**src/assert_macros.svh**
```systemverilog
// Assertion helpers used by the RTL of the page frame replacement unit.
// Each macro compiles to nothing when SYNTHESIS is defined.
`ifndef ASSERT_MACROS_SVH
`define ASSERT_MACROS_SVH

`ifndef SYNTHESIS

// Check that a property holds on every clock edge outside of reset.
`define PFR_ASSERT(label, clk, rst, prop) \
   label: assert property (@(posedge clk) disable iff (rst) (prop)) \
      else $error("pfr assertion failed");

// Check that an expression is never true outside of reset.
`define PFR_ASSERT_NEVER(label, clk, rst, expr) \
   label: assert property (@(posedge clk) disable iff (rst) !(expr)) \
      else $error("pfr forbidden condition seen");

`else

`define PFR_ASSERT(label, clk, rst, prop)

`define PFR_ASSERT_NEVER(label, clk, rst, expr)

`endif

`endif

```
**src/pfr_pkg.sv**
```systemverilog
// ----------------------------------------------------------------------------
// pfr_pkg
// Shared constants, register indexes and controller/datapath types of the
// page frame replacement unit.
// ----------------------------------------------------------------------------
`default_nettype none

package pfr_pkg;

   // Table geometry
   localparam int FRAMES      = 8;
   localparam int PAGE_BITS   = 16;
   localparam int FRAME_IDX_W = $clog2(FRAMES);
   localparam int FCNT_W      = $clog2(FRAMES + 1);
   localparam int STAMP_W     = 32;
   localparam int FAULT_W     = 32;

   // Configuration port
   localparam int CSR_IDX_W    = 1;
   localparam int CSR_DATA_W   = 4;
   localparam int CSR_FRAMES_W = 4;

   localparam logic [CSR_IDX_W-1:0] CSR_POLICY        = 1'd0;
   localparam logic [CSR_IDX_W-1:0] CSR_FRAMES_IN_USE = 1'd1;

   localparam logic POLICY_FIFO = 1'b0;
   localparam logic POLICY_LRU  = 1'b1;

   // Controller states
   typedef enum logic [1:0] {
      ST_IDLE,
      ST_SCAN,
      ST_COMMIT
   } pfr_state_type;

   // Commands from controller to datapath
   typedef struct packed {
      logic start;   // latch the request, arm the scan
      logic scan;    // examine the frame at the scan index
      logic commit;  // update the table and load the result
   } pfr_cmd_type;

   // Status from datapath to controller
   typedef struct packed {
      logic match;   // frame under scan holds the requested page
      logic last;    // frame under scan is the last one in use
   } pfr_sts_type;

endpackage

`default_nettype wire

```
**src/page_frame_replacement_unit.sv**
```systemverilog
// ----------------------------------------------------------------------------
// page_frame_replacement_unit
// FIFO / LRU page frame replacement table: one page reference in, one
// hit/fill/evict report out.
//
//   channel  ports              direction  carries
//   req      req_valid/ready    in         page
//   rsp      rsp_valid/ready    out        hit, frame_index, evicted,
//                                          evicted_page, fault_count
//   csr      csr_wr_en          in         policy, frames_in_use
//
// An item is accepted, then the frame table is scanned one entry per cycle
// over the n frames in use (1 to 8), a hit stopping the scan early, and then
// the table is updated and the result loaded.
// Reset is synchronous and clears the frame table valid bits and stamps.
// A new item is taken while the previous result waits in the output
// register; commit holds while that register is still full.
// ----------------------------------------------------------------------------
`default_nettype none

module page_frame_replacement_unit (
   input  logic                            clock,
   input  logic                            reset,
   input  logic                            req_valid,
   output logic                            req_ready,
   input  logic [pfr_pkg::PAGE_BITS-1:0]   req_page,
   output logic                            rsp_valid,
   input  logic                            rsp_ready,
   output logic                            rsp_hit,
   output logic [pfr_pkg::FRAME_IDX_W-1:0] rsp_frame_index,
   output logic                            rsp_evicted,
   output logic [pfr_pkg::PAGE_BITS-1:0]   rsp_evicted_page,
   output logic [pfr_pkg::FAULT_W-1:0]     rsp_fault_count,
   input  logic                            csr_wr_en,
   input  logic [pfr_pkg::CSR_IDX_W-1:0]   csr_index,
   input  logic [pfr_pkg::CSR_DATA_W-1:0]  csr_wdata
);
   import pfr_pkg::*;

   pfr_cmd_type cmd;
   pfr_sts_type sts;

   // Sequencer
   pfr_ctrl u_ctrl (
      .clock     (clock),
      .reset     (reset),
      .req_valid (req_valid),
      .req_ready (req_ready),
      .rsp_valid (rsp_valid),
      .rsp_ready (rsp_ready),
      .cmd       (cmd),
      .sts       (sts)
   );

   // Frame table and result path
   pfr_datapath u_datapath (
      .clock            (clock),
      .reset            (reset),
      .cmd              (cmd),
      .sts              (sts),
      .csr_wr_en        (csr_wr_en),
      .csr_index        (csr_index),
      .csr_wdata        (csr_wdata),
      .req_page         (req_page),
      .rsp_hit          (rsp_hit),
      .rsp_frame_index  (rsp_frame_index),
      .rsp_evicted      (rsp_evicted),
      .rsp_evicted_page (rsp_evicted_page),
      .rsp_fault_count  (rsp_fault_count)
   );

endmodule

`default_nettype wire

```
**src/pfr_ctrl.sv**
```systemverilog
// ----------------------------------------------------------------------------
// pfr_ctrl
// Sequencer of the page frame replacement unit: takes one item, walks the
// frame scan and hands the result to the output register.
// ----------------------------------------------------------------------------
`default_nettype none
`include "assert_macros.svh"

module pfr_ctrl (
   input  logic                 clock,
   input  logic                 reset,
   input  logic                 req_valid,
   output logic                 req_ready,
   output logic                 rsp_valid,
   input  logic                 rsp_ready,
   output pfr_pkg::pfr_cmd_type cmd,
   input  pfr_pkg::pfr_sts_type sts
);
   import pfr_pkg::*;

   pfr_state_type state_ff, state_in;
   logic          rsp_valid_ff, rsp_valid_in;

   // State and output valid registers
   always_ff @(posedge clock) begin
      if (reset) begin
         state_ff     <= ST_IDLE;
         rsp_valid_ff <= 1'b0;
      end else begin
         state_ff     <= state_in;
         rsp_valid_ff <= rsp_valid_in;
      end
   end

   // Next state and commands
   always_comb begin
      state_in  = state_ff;
      cmd       = '0;
      req_ready = 1'b0;
      case (state_ff)
         ST_IDLE: begin
            req_ready = 1'b1;
            if (req_valid) begin
               cmd.start = 1'b1;
               state_in  = ST_SCAN;
            end
         end
         ST_SCAN: begin
            cmd.scan = 1'b1;
            if (sts.match || sts.last) begin
               state_in = ST_COMMIT;
            end
         end
         ST_COMMIT: begin
            // hold until the output register is free
            if (!rsp_valid_ff || rsp_ready) begin
               cmd.commit = 1'b1;
               state_in   = ST_IDLE;
            end
         end
         default: begin
            state_in = ST_IDLE;
         end
      endcase
   end

   // Output valid: set on commit, drop once the item is taken
   assign rsp_valid_in = cmd.commit | (rsp_valid_ff & ~rsp_ready);
   assign rsp_valid    = rsp_valid_ff;

   `PFR_ASSERT(a_start_to_scan, clock, reset, cmd.start |=> (state_ff == ST_SCAN))
   `PFR_ASSERT(a_scan_ends, clock, reset,
      (cmd.scan && (sts.match || sts.last)) |=> (state_ff == ST_COMMIT))
   `PFR_ASSERT(a_commit_shows, clock, reset, cmd.commit |=> rsp_valid_ff)
   `PFR_ASSERT_NEVER(a_no_overwrite, clock, reset,
      cmd.commit && rsp_valid_ff && !rsp_ready)

endmodule

`default_nettype wire

```
**src/pfr_datapath.sv**
```systemverilog
// ----------------------------------------------------------------------------
// pfr_datapath
// Frame table, configuration registers, one-frame-per-cycle scan and the
// result register of the page frame replacement unit.
// ----------------------------------------------------------------------------
`default_nettype none

module pfr_datapath (
   input  logic                                clock,
   input  logic                                reset,
   input  pfr_pkg::pfr_cmd_type                cmd,
   output pfr_pkg::pfr_sts_type                sts,
   input  logic                                csr_wr_en,
   input  logic [pfr_pkg::CSR_IDX_W-1:0]       csr_index,
   input  logic [pfr_pkg::CSR_DATA_W-1:0]      csr_wdata,
   input  logic [pfr_pkg::PAGE_BITS-1:0]       req_page,
   output logic                                rsp_hit,
   output logic [pfr_pkg::FRAME_IDX_W-1:0]     rsp_frame_index,
   output logic                                rsp_evicted,
   output logic [pfr_pkg::PAGE_BITS-1:0]       rsp_evicted_page,
   output logic [pfr_pkg::FAULT_W-1:0]         rsp_fault_count
);
   import pfr_pkg::*;

   // Configuration
   logic                    policy_ff, policy_in;
   logic [CSR_FRAMES_W-1:0] frames_cfg_ff, frames_cfg_in;
   logic [FCNT_W-1:0]       n_act;

   // Frame table
   logic                 valid_ff [FRAMES];
   logic                 valid_in [FRAMES];
   logic [PAGE_BITS-1:0] fpage_ff [FRAMES];
   logic [STAMP_W-1:0]   stamp_ff [FRAMES];
   logic [STAMP_W-1:0]   stamp_in [FRAMES];
   logic                 fpage_we;

   // Global state
   logic [STAMP_W-1:0]     clock_ff, clock_in;
   logic [FRAME_IDX_W-1:0] fifo_ptr_ff, fifo_ptr_in;
   logic [FAULT_W-1:0]     faults_ff, faults_in;

   // Per-item scan state
   logic [PAGE_BITS-1:0]   page_ff, page_in;
   logic [FCNT_W-1:0]      n_ff, n_in;
   logic                   lru_ff, lru_in;
   logic [FRAME_IDX_W-1:0] scan_ff, scan_in;
   logic                   found_ff, found_in;
   logic [FRAME_IDX_W-1:0] hit_idx_ff, hit_idx_in;
   logic                   empty_ff, empty_in;
   logic [FRAME_IDX_W-1:0] free_frame_ff, free_frame_in;
   logic [STAMP_W-1:0]     best_stamp_ff, best_stamp_in;
   logic [FRAME_IDX_W-1:0] best_idx_ff, best_idx_in;
   logic [PAGE_BITS-1:0]   best_page_ff, best_page_in;
   logic [FRAME_IDX_W-1:0] fifo_vict_ff, fifo_vict_in;
   logic [PAGE_BITS-1:0]   fifo_page_ff, fifo_page_in;

   // Result register
   logic                   hit_ff, hit_in;
   logic [FRAME_IDX_W-1:0] fidx_ff, fidx_in;
   logic                   ev_ff, ev_in;
   logic [PAGE_BITS-1:0]   evpage_ff, evpage_in;
   logic [FAULT_W-1:0]     fcount_ff, fcount_in;

   // Entry under scan and commit decision
   logic                   cur_valid;
   logic [PAGE_BITS-1:0]   cur_page;
   logic [STAMP_W-1:0]     cur_stamp;
   logic [FRAME_IDX_W-1:0] tgt;
   logic [FCNT_W-1:0]      tgt_next;

   // Clamp the frame count to 1..FRAMES
   always_comb begin
      if (frames_cfg_ff == '0) begin
         n_act = FCNT_W'(1);
      end else if (32'(frames_cfg_ff) > 32'(FRAMES)) begin
         n_act = FCNT_W'(FRAMES);
      end else begin
         n_act = FCNT_W'(frames_cfg_ff);
      end
   end

   // Read the frame at the scan index
   assign cur_valid = valid_ff[scan_ff];
   assign cur_page  = fpage_ff[scan_ff];
   assign cur_stamp = stamp_ff[scan_ff];

   assign sts.match = cur_valid && (cur_page == page_ff);
   assign sts.last  = (FCNT_W'(scan_ff) + FCNT_W'(1)) == n_ff;

   // Victim or fill target at commit
   always_comb begin
      if (found_ff) begin
         tgt = hit_idx_ff;
      end else if (empty_ff) begin
         tgt = free_frame_ff;
      end else if (lru_ff) begin
         tgt = best_idx_ff;
      end else begin
         tgt = fifo_vict_ff;
      end
   end
   assign tgt_next = FCNT_W'(tgt) + FCNT_W'(1);

   // Next values
   always_comb begin
      policy_in     = policy_ff;
      frames_cfg_in = frames_cfg_ff;
      valid_in      = valid_ff;
      stamp_in      = stamp_ff;
      fpage_we      = 1'b0;
      clock_in      = clock_ff;
      fifo_ptr_in   = fifo_ptr_ff;
      faults_in     = faults_ff;
      page_in       = page_ff;
      n_in          = n_ff;
      lru_in        = lru_ff;
      scan_in       = scan_ff;
      found_in      = found_ff;
      hit_idx_in    = hit_idx_ff;
      empty_in      = empty_ff;
      free_frame_in = free_frame_ff;
      best_stamp_in = best_stamp_ff;
      best_idx_in   = best_idx_ff;
      best_page_in  = best_page_ff;
      fifo_vict_in  = fifo_vict_ff;
      fifo_page_in  = fifo_page_ff;
      hit_in        = hit_ff;
      fidx_in       = fidx_ff;
      ev_in         = ev_ff;
      evpage_in     = evpage_ff;
      fcount_in     = fcount_ff;

      // Configuration writes
      if (csr_wr_en) begin
         case (csr_index)
            CSR_POLICY:        policy_in     = csr_wdata[0];
            CSR_FRAMES_IN_USE: frames_cfg_in = csr_wdata[CSR_FRAMES_W-1:0];
            default:           ;
         endcase
      end

      // Latch the request and arm the scan
      if (cmd.start) begin
         page_in  = req_page;
         n_in     = n_act;
         lru_in   = (policy_ff == POLICY_LRU);
         clock_in = clock_ff + STAMP_W'(1);
         scan_in  = '0;
         found_in = 1'b0;
         empty_in = 1'b0;
         if (FCNT_W'(fifo_ptr_ff) < n_act) begin
            fifo_vict_in = fifo_ptr_ff;
         end else begin
            fifo_vict_in = '0;
         end
      end

      // Examine one frame
      if (cmd.scan) begin
         if (sts.match) begin
            found_in   = 1'b1;
            hit_idx_in = scan_ff;
         end else begin
            if (!cur_valid && !empty_ff) begin
               empty_in      = 1'b1;
               free_frame_in = scan_ff;
            end
            if ((scan_ff == '0) || (cur_stamp < best_stamp_ff)) begin
               best_stamp_in = cur_stamp;
               best_idx_in   = scan_ff;
               best_page_in  = cur_page;
            end
            if (scan_ff == fifo_vict_ff) begin
               fifo_page_in = cur_page;
            end
            scan_in = scan_ff + FRAME_IDX_W'(1);
         end
      end

      // Update the table and load the result
      if (cmd.commit) begin
         hit_in    = found_ff;
         fidx_in   = tgt;
         ev_in     = 1'b0;
         evpage_in = '0;
         if (lru_ff) begin
            stamp_in[tgt] = clock_ff;
         end
         if (!found_ff) begin
            valid_in[tgt] = 1'b1;
            fpage_we      = 1'b1;
            if (!empty_ff) begin
               ev_in = 1'b1;
               if (lru_ff) begin
                  evpage_in = best_page_ff;
               end else begin
                  evpage_in = fifo_page_ff;
                  if (tgt_next >= n_ff) begin
                     fifo_ptr_in = '0;
                  end else begin
                     fifo_ptr_in = tgt_next[FRAME_IDX_W-1:0];
                  end
               end
            end
            if (faults_ff != '1) begin
               faults_in = faults_ff + FAULT_W'(1);
            end
         end
         fcount_in = faults_in;
      end
   end

   // Control state and stamps
   always_ff @(posedge clock) begin
      if (reset) begin
         policy_ff     <= POLICY_FIFO;
         frames_cfg_ff <= CSR_FRAMES_W'(FRAMES);
         clock_ff      <= '0;
         fifo_ptr_ff   <= '0;
         faults_ff     <= '0;
         for (int i = 0; i < FRAMES; i++) begin
            valid_ff[i] <= 1'b0;
            stamp_ff[i] <= '0;
         end
      end else begin
         policy_ff     <= policy_in;
         frames_cfg_ff <= frames_cfg_in;
         clock_ff      <= clock_in;
         fifo_ptr_ff   <= fifo_ptr_in;
         faults_ff     <= faults_in;
         valid_ff      <= valid_in;
         stamp_ff      <= stamp_in;
      end
   end

   // Page numbers of the frames
   always_ff @(posedge clock) begin
      if (fpage_we) begin
         fpage_ff[tgt] <= page_ff;
      end
   end

   // Scan and result payload
   always_ff @(posedge clock) begin
      page_ff       <= page_in;
      n_ff          <= n_in;
      lru_ff        <= lru_in;
      scan_ff       <= scan_in;
      found_ff      <= found_in;
      hit_idx_ff    <= hit_idx_in;
      empty_ff      <= empty_in;
      free_frame_ff <= free_frame_in;
      best_stamp_ff <= best_stamp_in;
      best_idx_ff   <= best_idx_in;
      best_page_ff  <= best_page_in;
      fifo_vict_ff  <= fifo_vict_in;
      fifo_page_ff  <= fifo_page_in;
      hit_ff        <= hit_in;
      fidx_ff       <= fidx_in;
      ev_ff         <= ev_in;
      evpage_ff     <= evpage_in;
      fcount_ff     <= fcount_in;
   end

   assign rsp_hit          = hit_ff;
   assign rsp_frame_index  = fidx_ff;
   assign rsp_evicted      = ev_ff;
   assign rsp_evicted_page = evpage_ff;
   assign rsp_fault_count  = fcount_ff;

endmodule

`default_nettype wire

```
**config.mk**
```make
export PLATFORM = sky130hd
export DESIGN_NAME = page_frame_replacement_unit
export DESIGN_NICKNAME = d
export VERILOG_FILES = /design/src/pfr_pkg.sv /design/src/page_frame_replacement_unit.sv /design/src/pfr_ctrl.sv /design/src/pfr_datapath.sv
export VERILOG_INCLUDE_DIRS = /design/src /design/src/src
export SDC_FILE = /design/constraint.sdc
export NUM_CORES = 1
export LEC_CHECK = 0
export ABC_AREA = 1
export BUFFER_PORTS_ARGS = -buffer_cell sky130_fd_sc_hd__buf_2
export CORE_UTILIZATION = 35
export CTS_BUF_LIST = sky130_fd_sc_hd__clkbuf_2 sky130_fd_sc_hd__clkbuf_4 sky130_fd_sc_hd__clkbuf_8
export DETAILED_ROUTE_END_ITERATION = 8
export GPL_TIMING_DRIVEN = 0
export PLACE_DENSITY = 0.61
export SYNTH_ARGS = -nofsm -noshare
export SYNTH_HDL_FRONTEND = slang
export SYNTH_SLANG_ARGS = --single-unit
export TNS_END_PERCENT = 20
```
**constraint.sdc**
```tcl
create_clock -name clock -period 9.7 [get_ports clock]
set_input_delay 0.485 -clock clock [delete_from_list [all_inputs] [get_ports clock]]
set_output_delay 0.485 -clock clock [all_outputs]
set_load 0.02 [all_outputs]
```
==> results of run 1 <==
final cells by class:
type                    instances  area (sq um)
inverters                     380          1428
clock inverters                38         421.7
flip-flops and latches        622         15230
fillers                      7386         43960
diodes                          1         2.502
plain buffers                 188         783.3
clock buffers                 154          1901
well taps                     969          1212
multi-input cells            1805          9286
repair buffers                109         718.2
kinds of logic after synthesis:
group | after synthesis | synth area share
AO/OA/AOI/OAI | 996 | 0.1970
AND/OR/NAND/NOR | 724 | 0.1157
flip-flops | 622 | 0.5707
buffers and inverters | 568 | 0.08277
XOR/XNOR | 43 | 0.01411
adder cells (fa/ha/maj) | 42 | 0.01968
synthesized netlist by cell type:
master	count	share of area
buf_2	47	0.0088
o21a_1	9	0.0025
o21ai_1	14	0.0026
nand2_2	1	0.00023
a221oi_1	31	0.010
xnor2_1	4	0.0013
buf_1	16	0.0022
nand4_1	18	0.0042
ha_1	42	0.020
o21ai_2	1	0.00033
or2_1	1	0.00023
nor3_1	36	0.0067
nor2_4	3	0.0013
o21ai_0	453	0.085
nor2_1	215	0.030
nand3b_1	10	0.0028
nor4_1	16	0.0037
clkbuf_2	3	0.00056
nand2_1	327	0.046
o22ai_1	3	0.00070
edfxtp_1	278	0.31
o211ai_1	9	0.0025
nor3_2	3	0.0011
nand3_2	4	0.0015
inv_2	12	0.0017
nor2_2	11	0.0026
nand2_4	1	0.00042
a21oi_1	437	0.082
dfxtp_1	344	0.26
a221oi_2	1	0.00056
clkinv_1	4	0.00056
a211oi_1	3	0.00084
a221oi_4	2	0.0020
nand3_1	78	0.015
inv_1	364	0.051
a31oi_1	32	0.0075
xor2_1	39	0.013
clkbuf_1	118	0.017
o221a_2	1	0.00042
buf_4	4	0.0011
through the flow:
stage                     utilization  setup WS (ns)  total power [W]  std cells  area (sq um)
after CTS                      0.4134          4.036         0.007943       4265         30980
after global routing           0.4135          3.754         0.008310       4266         30990
after global placement         0.3776         0.5013         0.005313       4043         28300
after detailed placement       0.3800          4.080         0.005356       4055         28480
final                          0.4135          4.131         0.007938       4266         30990
after floorplan                     -          3.985         0.004520       2995         26700
layer usage:
metal	part of all wire	track usage	up-vias
li1	-	-	10650
met5	0.00022	0	-
met4	0.029	0.07678	4
met2	0.44	0.3144	869
met3	0.078	0.03820	159
met1	0.45	0.2885	10230
flip-flops by register name, summed over array words and instances (netlist names), 4 cells and up:
signal,count
u_datapath.best_stamp_ff,32
u_datapath.fifo_page_ff,16
u_datapath.faults_ff,32
u_datapath.n_ff,4
u_datapath.rsp_evicted_page,16
u_datapath.stamp_ff,256
u_datapath.frames_cfg_ff,4
u_datapath.fpage_ff,128
u_datapath.best_page_ff,16
u_datapath.page_ff,16
u_datapath.valid_ff,8
u_datapath.clock_ff,32
u_datapath.rsp_fault_count,32
report_power, final:
group | switching [W] | internal, W | leakage, nW
Clock | 0.00112 | 0.00146 | 1.23
Combinational | 0.00162 | 0.000626 | 5.06
Sequential | 0.0000894 | 0.00302 | 5.34
Total | 0.00283 | 0.00511 | 11.6
worst min-delay path by stage:
stage	start	endpoint	slack, ns
after floorplan	u_datapath.found_ff$_DFF_P_	u_datapath.rsp_hit$_DFFE_PP_	0.40
after global placement	u_datapath.found_ff$_DFF_P_	u_datapath.rsp_hit$_DFFE_PP_	0.41
after detailed placement	u_datapath.policy_ff$_SDFFE_PP0P_	u_datapath.lru_ff$_DFFE_PP_	0.43
after CTS	csr_wr_en	u_datapath.policy_ff$_SDFFE_PP0P_	0.002
after global routing	csr_wr_en	u_datapath.policy_ff$_SDFFE_PP0P_	0.07
final	csr_wr_en	u_datapath.policy_ff$_SDFFE_PP0P_	0.06
worst register-to-register path, stage by stage (launching register included):
cell and delay [ns]:
dfxtp_1 0.37, buf_2 0.20, inv_2 0.12, clkbuf_1 0.49, clkbuf_1 0.53, clkbuf_1 0.83
nand2_1 0.14, a221oi_1 0.62, a31oi_1 0.23, ha_1 0.41, a21oi_1 0.16, a21oi_1 0.09
a211oi_1 0.19, o21a_1 0.14, nand2_1 0.16, a21oi_4 0.36, buf_12 0.24
repair_timing:
item                       in CTS  in global routing
setup endpoints to repair       0                  0
gates resized for setup         0                  0
buffers inserted                0                  0
hold buffers                   18                  0
hold endpoints to repair       18                  0
==> implementation parameters, run 1 <==
Parameter                              Value

Global route
  Global-route usage over all layers ... 0.2058
  Antenna violations before repair ... 4
  First-pass GRT wire length ... 122.1 mm
  Number of global-route vias before repair ... 20370
  Largest net degree at the start of global routing ... 36
  Total congestion overflow after global routing ... 0

Clocking
  Maximum number of buffers from clock root to sink ... 3
  Skew-Pair Late Insertion Delay ... around 0.75 ns
  Cts bufs inserted ... 104
  Max H-tree Level ... 3
  TritonCTS clock tree ... built
  Clock root buffer master ... clkbuf_8
  Clock-pin slew of the registers on the worst-case setup and hold paths ... 0.06 ns
  CTS Sinks ... 622

STA
  Final Skew ... 0.04367 ns
  Transition time of the tightest slew-check pin ... 1.060 ns
  Count of final setup violators ... 0
  Slew headroom ... 0.2937
  Final count of hold timing violations ... 0
  Top achievable clock speed ... between 0.15 and 0.2 GHz
  Setup TNS Final ... 0 ns
  Worst hold slack after final layout ... between 0.05 and 0.06 ns
  Post-layout minimum cycle time ... 5.569 ns
  Ratio of final minimum period to clock period ... 0.5742
  Number of slew-limit violations in the final report ... 0
  Unrepaired setup endpoints after global routing ... no

Setup path
  Critical path depth ... 16
  Reg2reg start ... u_datapath.scan_ff[0]$_DFF_P_
  Worst path cell trace ... buf_2 -> inv_2 -> clkbuf_1 -> clkbuf_1 -> clkbuf_1 -> nand2_1 -> a221oi_1 -> a31oi_1 -> ha_1 -> a21oi_1 -> a21oi_1 -> a211oi_1 -> o21a_1 -> nand2_1 -> a21oi_4 -> buf_12
  Capturing element of the worst setup path ... u_datapath.best_stamp_ff[7]$_DFFE_PP_
  Reg-to-reg critical path endpoint ... u_datapath.best_stamp_ff[7]$_DFFE_PP_
  Number of buffer and inverter stages on the critical path ... 6
  Critical path launch point ... u_datapath.scan_ff[0]$_DFF_P_
  Critical path class ... flop to flop
  Setup slack, reg-to-reg ... between 4 and 5 ns
  Crit path max-delay cell type ... clkbuf_1
  Cell family with most CP delay ... buffers and inverters
  Worst setup SP type ... flop
  Worst-path maximum fanout ... 28
  Maximum cell stage delay along the critical path ... between 0.8 and 0.9 ns
  Type of element capturing the critical path ... flop
  Endpoint required time on the critical path ... 10.12 ns
  Cell repeated most along the worst path ... clkbuf_1
  Arr. time, crit path ... 5.99 ns
  Register-to-Register Path Depth ... 16

Placement
  HPWL after DPL ... slightly below 60 mm
  Routability congestion estimate from global placement ... 0.9483
  Total of buffers placed on input and output ports ... 79

Routing
  Post-route DRC ... 0
  Routed via count divided by cell count ... 5.134
  Wirelength, routed ... between 80 and 90 mm
  Initial DRC Count ... approximately 2200
  Count of antenna-violating nets left after detailed routing ... 0
  DRT Pass-1 Iters ... 5
  Routed vias ... ~22000
  Wire length per cell after detailed routing ... 18.99 microns

Floorplanning
  Die Footprint ... slightly below 80000 sq um
  Placeable core area ... 74950 sq um
  Number of top-level design ports ... 81
  # rows ... 100
  Starting Density ... 0.3562
  Die Span X ... 278.2 microns
  Die height ... roughly 280 microns

Finish
  Number of nets in the layout ... between 3000 and 4000
  Synth-to-layout area growth ... 16.08%
  Commonest cells after routing, fill and taps aside ... o21ai_0, a21oi_1, inv_1, dfxtp_1, nand2_1
  Share of layout cells above drive strength 1 ... 0.1120
  Commonest non-fill, non-tap cell in the layout ... o21ai_0

Power
  Peak supply drop ... 0.0001100 V
  Static power due to leakage ... 11.62 nW
  Power density over cell area ... about 260 nW/um^2

Run status
  Run status ... complete, no violations

Yosys
  Syn_area_per_cell ... 8.913 sq um
  Seq cells post-synth ... 622
  Net Count, Synth ... 3063
  Number of instances in the synthesized netlist ... 2995
  Sequential-to-total area share from yosys stat ... 0.5707
  Synthesized area ... 26700 sq um
  Number of distinct standard cells referenced by the synthesized netlist ... 40
  Total number of yosys warnings ... 0

Worst hold path
  Worst Hold Path Cells ... 3
  Hold WC Path Type ... input port to flop

Run
  Total of max-cap violations ... 0
Note: power is estimated with default switching activity, not from simulation.
==> inputs of run 2 (changes only) <==
--- a/config.mk
+++ b/config.mk
@@ -6,7 +6,7 @@
 export SDC_FILE = /design/constraint.sdc
 export NUM_CORES = 1
 export LEC_CHECK = 0
-export ABC_AREA = 1
+export ABC_AREA = 0
 export BUFFER_PORTS_ARGS = -buffer_cell sky130_fd_sc_hd__buf_2
 export CORE_UTILIZATION = 35
 export CTS_BUF_LIST = sky130_fd_sc_hd__clkbuf_2 sky130_fd_sc_hd__clkbuf_4 sky130_fd_sc_hd__clkbuf_8
==> constraint.sdc (replaced) <==
create_clock -name clock -period 5.7 [get_ports clock]
set_input_delay 0.285 -clock clock [delete_from_list [all_inputs] [get_ports clock]]
set_output_delay 0.285 -clock clock [all_outputs]
set_load 0.02 [all_outputs]
==> run 2 against run 1 <==
Sequential cell count stayed put; first-iteration DRC count down 34%; hold slack gained 0.049 ns; clock power rose by 52%; sequential share of layout area increased by 0.51 points; worst setup slack lost 3.8 ns; synthesized area fell by 1.5%; highest routed layer is now met4; power increased by 37%; global-route usage fell by 1.9 points; wire length is 11% lower.
==> implementation parameters, run 2 <==
Parameter                              Value

Run status
  Run status ... complete, no violations (unchanged)

Finish
  Filler-free cell count of the finished design ... 3701 (was 4266)
  Number of flip-flops in the largest register ... 256 (unchanged)
  Share of layout cells above drive strength 1 ... 0.1670 (was 0.1120)
  Commonest non-fill, non-tap cell in the layout ... nand2_1 (was o21ai_0)
  Number of filler instances in the final layout ... 6989 (was 7386)
  Biggest regs ... u_datapath.stamp_ff (256), u_datapath.fpage_ff (128) (unchanged)
  Most flops, register ... u_datapath.stamp_ff (unchanged)
  Share of the core filled with cells in the final layout ... 0.4120 (was 0.4135)
  Number of nets in the layout ... 2716 (was 3278)
  Commonest cells after routing, fill and taps aside ... nand2_1, dfxtp_1, a21oi_1, edfxtp_1, clkbuf_1 (was o21ai_0, a21oi_1, inv_1, dfxtp_1, nand2_1)
  Synth-to-layout area growth ... 16.58% (was 16.08%)

Setup path
  Worst-path maximum fanout ... 16 (was 28)
  Maximum cell stage delay along the critical path ... 0.55 ns (was 0.83 ns)
  Register-to-Register Path Depth ... 16 (unchanged)
  Critical path class ... flop to flop (unchanged)
  Worst setup SP type ... flop (unchanged)
  Crit path max-delay cell type ... nor4_2 (was clkbuf_1)
  Worst path cell trace ... buf_4 -> buf_4 -> buf_4 -> buf_2 -> mux4_2 -> mux2_2 -> ha_1 -> a21o_1 -> a21o_1 -> a221oi_2 -> a2111oi_0 -> nor4_2 -> nor3_1 -> nor3_4 -> buf_8 -> buf_16 (was buf_2 -> inv_2 -> clkbuf_1 -> clkbuf_1 -> clkbuf_1 -> nand2_1 -> a221oi_1 -> a31oi_1 -> ha_1 -> a21oi_1 -> a21oi_1 -> a211oi_1 -> o21a_1 -> nand2_1 -> a21oi_4 -> buf_12)
  Endpoint required time on the critical path ... 6.07 ns (was 10.12 ns)
  Type of element capturing the critical path ... flop (unchanged)
  Arr. time, crit path ... 5.79 ns (was 5.99 ns)
  Cell repeated most along the worst path ... buf_4 (was clkbuf_1)

Routing
  Routed via count divided by cell count ... 5.176 (was 5.134)
  DRT Pass-1 Iters ... 5 (unchanged)
  Routed vias ... 19160 (was 21900)
  Initial DRC Count ... 1460 (was 2202)
  Count of antenna-violating nets left after detailed routing ... 0 (unchanged)
  Post-route DRC ... 0 (unchanged)
  Wirelength, routed ... 72.21 mm (was 81.03 mm)
  Wire length per cell after detailed routing ... 19.51 microns (was 18.99 microns)

Clocking
  CTS Sinks ... 622 (unchanged)
  Clock-pin slew of the registers on the worst-case setup and hold paths ... 0.06 ns (about the same)
  Cts bufs inserted ... 99 (was 104)
  Max H-tree Level ... 3 (unchanged)
  Clock root buffer master ... clkbuf_8 (unchanged)
  Skew-Pair Late Insertion Delay ... 0.70 ns (was 0.75 ns)
  TritonCTS clock tree ... built (unchanged)
  Maximum number of buffers from clock root to sink ... 3 (unchanged)

Floorplanning
  Die Footprint ... 76260 sq um (was 77380 sq um)
  Number of top-level design ports ... 81 (unchanged)
  Starting Density ... 0.3534 (was 0.3562)
  Placeable core area ... 74450 sq um (was 74950 sq um)
  # rows ... 100 (unchanged)
  Die height ... 276.2 microns (was 278.2 microns)
  Die Span X ... 276.2 microns (was 278.2 microns)

STA
  Final Skew ... 0.03892 ns (was 0.04367 ns)
  Count of final setup violators ... 0 (unchanged)
  Number of slew-limit violations in the final report ... 0 (unchanged)
  Post-layout minimum cycle time ... 5.416 ns (was 5.569 ns)
  Transition time of the tightest slew-check pin ... 1.105 ns (was 1.060 ns)
  Top achievable clock speed ... 0.1846 GHz (was 0.1796 GHz)
  Setup TNS Final ... 0 ns (unchanged)
  Final count of hold timing violations ... 0 (unchanged)
  Ratio of final minimum period to clock period ... 0.9502 (was 0.5742)
  Slew headroom ... 0.2635 (was 0.2937)
  Unrepaired setup endpoints after global routing ... no (unchanged)
  Worst hold slack after final layout ... 0.1087 ns (was 0.05944 ns)

Power
  Static power due to leakage ... 10.44 nW (was 11.62 nW)
  Switching portion of total power ... 0.2885 (was 0.3565)
  Clock network power share ... 0.358 (was 0.325)
  Cell Int Power ... 0.007761 W (was 0.005108 W)
  Power density over cell area ... 355.7 nW/um^2 (was 256.2 nW/um^2)
  Logic gate share of total power ... 0.187 (was 0.283)
  Relative contribution of sequential cells to total power ... 0.455 (was 0.392)
  Peak supply drop ... 0.0001609 V (was 0.0001100 V)
  Sw power ... 0.003147 W (was 0.002830 W)

Placement
  HPWL after DPL ... 49.78 mm (was 58.64 mm)
  Total of buffers placed on input and output ports ... 79 (unchanged)
  Placed cell count ... 3484 (was 4055)
  Routability congestion estimate from global placement ... 0.8598 (was 0.9483)

Yosys
  Post-synth top cells ... nand2_1, dfxtp_1, a21oi_1, edfxtp_1, clkbuf_1 (was o21ai_0, a21oi_1, inv_1)
  Most used DFF post-synth ... dfxtp_1 (unchanged)
  Number of instances in the synthesized netlist ... 2420 (was 2995)
  Most frequently used cell type in the post-synthesis netlist ... nand2_1 (was o21ai_0)
  Syn_area_per_cell ... 10.87 sq um (was 8.913 sq um)
  Number of enable-type register cells in the synthesized netlist ... 278 (unchanged)
  Synthesized area ... 26310 sq um (was 26700 sq um)
  Seq cells post-synth ... 622 (unchanged)
  Async S/R FF share, synth ... 0 (unchanged)
  Number of distinct standard cells referenced by the synthesized netlist ... 67 (was 40)
  Area share of the largest cell type after synthesis ... 0.3173 (was 0.3127)
  Top post-synthesis cells by area ... edfxtp_1, dfxtp_1, nand2_1 (was edfxtp_1, dfxtp_1, o21ai_0)
  Total number of yosys warnings ... 0 (unchanged)
  Sequential-to-total area share from yosys stat ... 0.5791 (was 0.5707)
  Top cell type by total area after synthesis ... edfxtp_1 (unchanged)
  Net Count, Synth ... 2488 (was 3063)

Global route
  Largest net degree at the start of global routing ... 37 (was 36)
  Antenna violations before repair ... 1 (was 4)
  Total congestion overflow after global routing ... 0 (unchanged)
  Number of global-route vias before repair ... 19290 (was 20370)
  First-pass GRT wire length ... 110.8 mm (was 122.1 mm)
  Global-route usage over all layers ... 0.1872 (was 0.2058)

Worst hold path
  Worst Hold Path Cells ... 4 (was 3)
  Hold WC Path Type ... input port to flop (unchanged)

Run
  Total of max-cap violations ... 0 (unchanged)
==> run 2: cell count changes in the layout (fill, tap and decap cells not counted), moves of 31 or more <==
cell     previous run  this run
nor2_1            215       128
inv_1             364        53
nand3_1            78        39
a21oi_1           436       278
mux2_2              0        38
o21ai_0           453        18
buf_2             126        89
mux4_2              0        80
a31oi_1            32         1
mux2i_1             0        73
nand2_1           327       566
xnor2_1             4        47
==> run 2: power by group through the flow <==
| stage | Clock, W | Sequential (W) | Combinational (W) |
|---|---|---|---|
| floorplan | 0 | 0.00504 | 0.00128 |
| global placement | 0 | 0.00505 | 0.00191 |
| detailed placement | 0 | 0.00506 | 0.00198 |
| CTS | 0.00399 | 0.00496 | 0.00202 |
| global route | 0.00419 | 0.00497 | 0.00215 |
| finish | 0.00391 | 0.00496 | 0.00204 |
==> run 2: cell type report <==
type / count / area, sq um / area share
Multi-Input combinational cell: 1570 / 10200 / 0.3327
Antenna cell: 1 / 2.502 / 0.00008159
Sequential cell: 622 / 15230 / 0.4967
Clock inverter: 31 / 190.2 / 0.006201
Tap cell: 969 / 1212 / 0.03953
Inverter: 56 / 210.2 / 0.006854
Timing Repair Buffer: 128 / 1008 / 0.03288
Buffer: 171 / 744.5 / 0.02427
Clock buffer: 153 / 1862 / 0.06071
==> run 2: cells by family after synthesis <==
logic type      after synthesis  share of synthesized area
compound gates              357                    0.07671
xor+xnor                    102                    0.03396
fa+ha+maj                    42                    0.01998
buf+inv                     228                    0.03500
flops                       622                     0.5791
mux                         192                     0.1130
simple gates                877                     0.1423
==> run 2: critical path, delay by kind of cell (launching register included) <==
family                     cells  cell delay, ns
DFF                            1            0.41
muxes                          2            0.83
adders and majority gates      1            0.31
and+or+nand+nor                3            0.97
AOI/OAI and AO/OA              4            0.92
buffers and inverters          6            1.62
==> run 2: final timing paths <==
| check | from | to | slack [ns] |
|---|---|---|---|
| worst max-delay path | u_datapath.scan_ff[0]$_DFF_P_ | u_datapath.best_stamp_ff[2]$_DFFE_PP_ | 0.28 |
| worst min register to register | u_datapath.policy_ff$_SDFFE_PP0P_ | u_datapath.lru_ff$_DFFE_PP_ | 0.45 |
| worst max register to register | u_datapath.scan_ff[0]$_DFF_P_ | u_datapath.best_stamp_ff[2]$_DFFE_PP_ | 0.28 |
| worst min-delay path | csr_wr_en | u_datapath.policy_ff$_SDFFE_PP0P_ | 0.11 |
==> run 2: stage by stage <==
step	power, W	worst slack, ns	instance area, sq um
3_3_place_gp	0.006962	-2.782	27930
3_5_place_dp	0.007037	-1.564	28250
4_1_cts	0.01097	0.01352	30660
6_report	0.01091	0.2838	30670
2_1_floorplan	0.006320	0.3469	26320
5_1_grt	0.01132	0.07033	30670
==> run 2: timing repair <==
action | 4_1_cts | 5_1_grt
endpoints found under the setup margin | 51 | 42
endpoints found under the hold margin | 22 | 0
pin swaps | 1 | 1
hold buffers | 30 | 0
buffers inserted | 3 | 0
gates resized for setup | 22 | 5
==> run 2: per-layer routing <==
layer | wire length [microns] | global-route usage | up-vias
li1 | - | - | 8897
met5 | 0 | 0 | -
met4 | 2487 | 0.08308 | 0
met3 | 4787 | 0.03507 | 151
met2 | 34690 | 0.3103 | 758
met1 | 30250 | 0.2377 | 9351
